--- src/rtl/rar_pkg.sv ---
// Shared constants, codes and types for the rectangle aspect ratio block.
// Used by rar_mul, rar_root and rectangle_aspect_ratio_top; no dependencies.
`default_nettype none

package rar_pkg;

  localparam int NUM_CORNERS = 4;
  localparam int HDIM        = 3;
  localparam int OMEGA_W     = 48;
  localparam int NUM_OMEGA   = 6;
  localparam int CFG_IDX_W   = 3;
  localparam int RATIO_W     = 32;
  localparam int STATUS_W    = 2;
  localparam int QUOT_W      = 64;
  localparam int MUL_DIG     = 16;

  localparam logic [STATUS_W-1:0] ST_OK       = 2'd0;
  localparam logic [STATUS_W-1:0] ST_ZERO_DEN = 2'd1;
  localparam logic [STATUS_W-1:0] ST_NONPOS   = 2'd2;

  localparam logic [CFG_IDX_W-1:0] REG_OMEGA_00 = 3'd0;
  localparam logic [CFG_IDX_W-1:0] REG_OMEGA_01 = 3'd1;
  localparam logic [CFG_IDX_W-1:0] REG_OMEGA_02 = 3'd2;
  localparam logic [CFG_IDX_W-1:0] REG_OMEGA_11 = 3'd3;
  localparam logic [CFG_IDX_W-1:0] REG_OMEGA_12 = 3'd4;
  localparam logic [CFG_IDX_W-1:0] REG_OMEGA_22 = 3'd5;

  typedef struct packed {
    logic en;
    logic vld;
  } stage_ctl_t;

  // row and column of each symmetric conic entry, in register order
  function automatic int pair_row(input int k);
    case (k)
      0, 1, 2: pair_row = 0;
      3, 4:    pair_row = 1;
      default: pair_row = 2;
    endcase
  endfunction

  function automatic int pair_col(input int k);
    case (k)
      0:       pair_col = 0;
      1, 3:    pair_col = 1;
      default: pair_col = 2;
    endcase
  endfunction

endpackage

`default_nettype wire

--- src/rtl/rar_mul.sv ---
// Pipelined unsigned multiplier lanes, one 16-bit digit of b per stage.
// Carries a side bus alongside the products; uses rar_pkg.
`default_nettype none

module rar_mul #(
  parameter int LANES = 1,
  parameter int WA    = 8,
  parameter int WB    = 8,
  parameter int SW    = 1
) (
  input  wire logic                            clk,
  input  wire logic                            rst,
  input  wire rar_pkg::stage_ctl_t             ctl,
  input  wire logic [LANES-1:0][WA-1:0]        a,
  input  wire logic [LANES-1:0][WB-1:0]        b,
  input  wire logic [SW-1:0]                   side,
  output logic                                 vld_out,
  output logic [LANES-1:0][WA+WB-1:0]          p,
  output logic [SW-1:0]                        side_out
);

  localparam int DIG  = rar_pkg::MUL_DIG;
  localparam int ND   = (WB + DIG - 1) / DIG;
  localparam int BP   = ND * DIG;
  localparam int PWID = WA + WB;

  logic [LANES-1:0][WA-1:0]   ar      [ND];
  logic [LANES-1:0][BP-1:0]   br      [ND];
  logic [LANES-1:0][PWID-1:0] acc     [ND];
  logic [SW-1:0]              sd      [ND];
  logic [ND-1:0]              v;

  logic [LANES-1:0][WA-1:0]   a_src   [ND];
  logic [LANES-1:0][BP-1:0]   b_src   [ND];
  logic [LANES-1:0][PWID-1:0] acc_src [ND];
  logic [LANES-1:0][PWID-1:0] acc_next[ND];
  logic [SW-1:0]              sd_src  [ND];
  logic [ND-1:0]              v_src;

  always_comb begin
    logic [DIG-1:0]    dig;
    logic [WA+DIG-1:0] pp;
    for (int l = 0; l < LANES; l++) begin
      a_src[0][l]   = a[l];
      b_src[0][l]   = BP'(b[l]);
      acc_src[0][l] = '0;
    end
    sd_src[0] = side;
    v_src[0]  = ctl.vld;
    for (int k = 1; k < ND; k++) begin
      a_src[k]   = ar[k-1];
      b_src[k]   = br[k-1];
      acc_src[k] = acc[k-1];
      sd_src[k]  = sd[k-1];
      v_src[k]   = v[k-1];
    end
    for (int k = 0; k < ND; k++) begin
      for (int l = 0; l < LANES; l++) begin
        dig = b_src[k][l][k*DIG +: DIG];
        pp  = (WA+DIG)'(a_src[k][l]) * (WA+DIG)'(dig);
        acc_next[k][l] = acc_src[k][l] + (PWID'(pp) << (k*DIG));
      end
    end
  end

  always_ff @(posedge clk) begin
    if (rst) begin
      v <= '0;
    end else if (ctl.en) begin
      v <= v_src;
    end
    if (ctl.en) begin
      ar  <= a_src;
      br  <= b_src;
      acc <= acc_next;
      sd  <= sd_src;
    end
  end

  assign vld_out  = v[ND-1];
  assign p        = acc[ND-1];
  assign side_out = sd[ND-1];

endmodule

`default_nettype wire

--- config.mk ---
export PLATFORM = sky130hd
export DESIGN_NAME = rar_mul
export DESIGN_NICKNAME = d
export VERILOG_FILES = /design/src/rtl/rar_pkg.sv /design/src/rtl/rar_mul.sv
export SDC_FILE = /design/constraint.sdc
export NUM_CORES = 1
export LEC_CHECK = 0
export BUFFER_PORTS_ARGS = -buffer_cell sky130_fd_sc_hd__buf_2
export CAP_MARGIN = 20
export CORE_MARGIN = 10
export CORE_UTILIZATION = 33
export DETAILED_ROUTE_END_ITERATION = 10
export PLACE_DENSITY_LB_ADDON = 0.3
export SETUP_SLACK_MARGIN = 0.3
export SLEW_MARGIN = 20
export SYNTH_ARGS = -nofsm -noshare
export SYNTH_HDL_FRONTEND = slang
export SYNTH_SLANG_ARGS = --single-unit
--- constraint.sdc ---
create_clock -name clk -period 6.6 [get_ports clk]
set_input_delay 0.99 -clock clk [delete_from_list [all_inputs] [get_ports clk]]
set_output_delay 0.99 -clock clk [all_outputs]
set_load 0.02 [all_outputs]
==> impl_results.md <==
* Startpoint Class: input pin
* Post-Place Setup Slack at 1.567 ns
* Netlist cell types at 31
* Final Critical Period at 4.742 ns
* Endpoint class of the critical path: register
* Clock-pin slew on the worst setup and hold paths at 0.07 ns
* Setup_tns at 0 ns
* R2R depth at 2
* Gp weighted congestion at 0.8019
* Clk sink count at 18
* Hold endpoint: vld_out
* Final Core Density at 38.93%
* Synth Warn # at 0
* Top-count cell post-synth: inv_1
* Synth area leaders: fa_1 27%, edfxtp_1 19%, ha_1 17%, and2_1 11%, inv_1 6.9%
* Post-CTS Resized at 0
* Fillcell total at 803
* Overflow left after global routing at 0
* IO Pins at 39
* Setup violations, final at 0
* CP Data Required Time at 6.61 ns
* I/O Buffers at 38
* Syn Inst Count at 263
* MaxCap Viol Count at 0
* Clk root buf: clkbuf_8
* # DRC at 0
* Setup repair bufs after CTS at 0
* Largest fanout on the critical path at 8
* Met1 wire length at 2277 µm
* Final Hold Fails at 0
* Number of H-tree levels at 1
* Met2 wire length at 2953 µm
* Vias in the first global route at 1,969
* Hold_buf cts at 0
* Tcrit/Tclk final at 71.85%
* Worst r2r src: vld_out
* Worst-margin pin slew at 0.4731 ns
* Final HPWL DP at 4819 µm
* Most frequent cells after synthesis: 49 x inv_1, 47 x and2_1, 36 x fa_1, 36 x ha_1, 23 x nand2_1
* Layout area overhead at 14.06%
* Reg area at 530.5 µm²
* Reg-to-reg endpoint: vld_out
* Cell Rows at 32
* Via count at 1,890
* Average size of a mapped cell at 10.08 µm²
* RSZ-0062 raised after global routing: false
* Area share of the leading cell type in the synthesized netlist at 27.18%
* CTS tree: built
* WL/cell at 13.76 µm
* Antenna Violating Nets Remaining at 0
* Arrival time at the worst endpoint at 4.75 ns
* Die area at 0.01202 mm²
* FF+latch count, synth at 18
* First-pass GRT wire length at 9390 µm
* Worst IR drop on VDD at 0.1144 mV
* Power per cell area at 290.3 mW/mm²
* CP Class: input pin to register
* Register area share after synthesis at 20.01%
* Initial DRC count at 86
* Top Layer Used: met4
* Final slew viol count at 0
* Cell leakage power at 1.530 nW
* Area leader, netlist: fa_1
* Status: completed
* HP Start: vld_out
* R2R Setup Slk at 6.02 ns
* Clock Path Buffers at 2
* Initial antenna violation count at 0
* Setup Skew at 0 ns
* Slew headroom at 68.06%
* Total track usage at 9.710%
* Pin count of the biggest net entering global routing at 19
* Worst-skew pair later-pin latency at 0.26 ns
* Vias per Instance at 4.644
* CTS Buf Count at 3
* HP Class: register to register
* Met3 Routed Length at 355 µm
* Core Area at 0.007767 mm²
* Synthesized area at 0.002651 mm²
* ANT cells at 0
* Multi-input logic area at 0.001937 mm²
* Die Span X at 109.6 µm
* Initial Util at 34.13%
* Layout Nets at 399
* First drt pass iteration count at 4
* Top_reg_cell synth: edfxtp_1
* Layout cells sized above 1 at 15.41%
* Synth async-reset ratio at 0%
* Die span in y at 109.6 µm
* Final wirelength at 5600 µm
* Post-synth EDFFs at 17
* Syn_nets at 356
* Final Worst Setup Slack at 1.858 ns
* Hold-critical path depth at 2
* FMAX at 0.2109 GHz
kinds of logic (layout without fill, tap and decap cells):
group                      after synthesis  in the layout  synth area share, %
DFF                                     18             18                20.01
AOI/OAI and AO/OA                       23             23                6.465
and+or+nand+nor                         89             89                18.40
xor gates and xnor gates                11             11                3.634
buffers and inverters                   49             91                6.937
muxes                                    1              1               0.3776
adders and majority gates               72             72                44.17
registers in the layout, summed over array words and instances, names as in the netlist:
name	flops
side_out	1
p	16
vld_out	1
worst max-delay path by stage:
stage                     startpoint  endpoint  slack [ns]  depth (start not counted)
after floorplan                 b[4]     p[11]        1.91                         15
after global placement          b[4]     p[11]        1.63                         16
after detailed placement        b[4]     p[11]        1.57                         16
after CTS                       b[4]     p[11]        1.84                         16
after global routing            b[4]     p[11]        1.70                         16
final                           b[4]     p[11]        1.86                         16
critical path, stage by stage:
cell and delay [ns]:
buf_2 0.14, and2_1 0.18, fa_1 0.55, inv_1 0.06, fa_1 0.47, inv_1 0.05
fa_1 0.52, inv_1 0.05, fa_1 0.52, inv_1 0.04, ha_1 0.34, and2_4 0.17
a221oi_2 0.26, nand2_1 0.12, a31oi_1 0.21, xnor2_1 0.08
stage by stage:
| stage | std cells | hold slack, ns | power (mW) | instance area, µm² |
|---|---|---|---|---|
| global placement | 403 | 0.4706 | 0.7982 | 2969 |
| detailed placement | 403 | 0.5151 | 0.8057 | 2969 |
| floorplan | 263 | 0.5788 | 0.6608 | 2651 |
| CTS | 407 | 0.5320 | 0.9019 | 3024 |
| finish | 407 | 0.5090 | 0.8779 | 3024 |
| global route | 407 | 0.5544 | 0.9789 | 3024 |
layer usage:
layer | up-vias | global-route usage [%]
met1 | 929 | 12.49
met2 | 34 | 16.65
li1 | 925 | -
met3 | 2 | 2.458
met4 | 0 | 0.8364
met5 | - | 0
report_power, final:
| group | switching, mW | internal (mW) | total, mW |
|---|---|---|---|
| Sequential | 0.00800 | 0.190 | 0.198 |
| Clock | 0.0381 | 0.0530 | 0.0911 |
| Combinational | 0.332 | 0.257 | 0.589 |
| Total | 0.378 | 0.500 | 0.878 |
layout by cell type, fill, tap and decap left out, types with 2 or more instances in the layout:
cell,netlist,final
buf_2,0,38
a211o_1,3,3
xor2_1,4,4
and3_1,3,3
o21a_1,4,4
clkbuf_8,0,4
nand2_1,23,23
inv_1,49,49
o211ai_1,2,2
nor3_1,2,2
a21oi_1,5,5
o21ai_1,2,2
xnor2_1,7,7
nor2_1,7,7
nor2b_1,2,2
ha_1,36,36
fa_1,36,36
and2_1,47,47
edfxtp_1,17,17
layout make-up:
class | instances | area share (%)
Clock buffer | 4 | 1.820
Sequential cell | 18 | 17.54
Timing Repair Buffer | 38 | 6.289
Inverter | 49 | 6.082
Multi-Input combinational cell | 196 | 64.05
Tap cell | 102 | 4.220
Note: power is estimated with default switching activity, not from simulation.
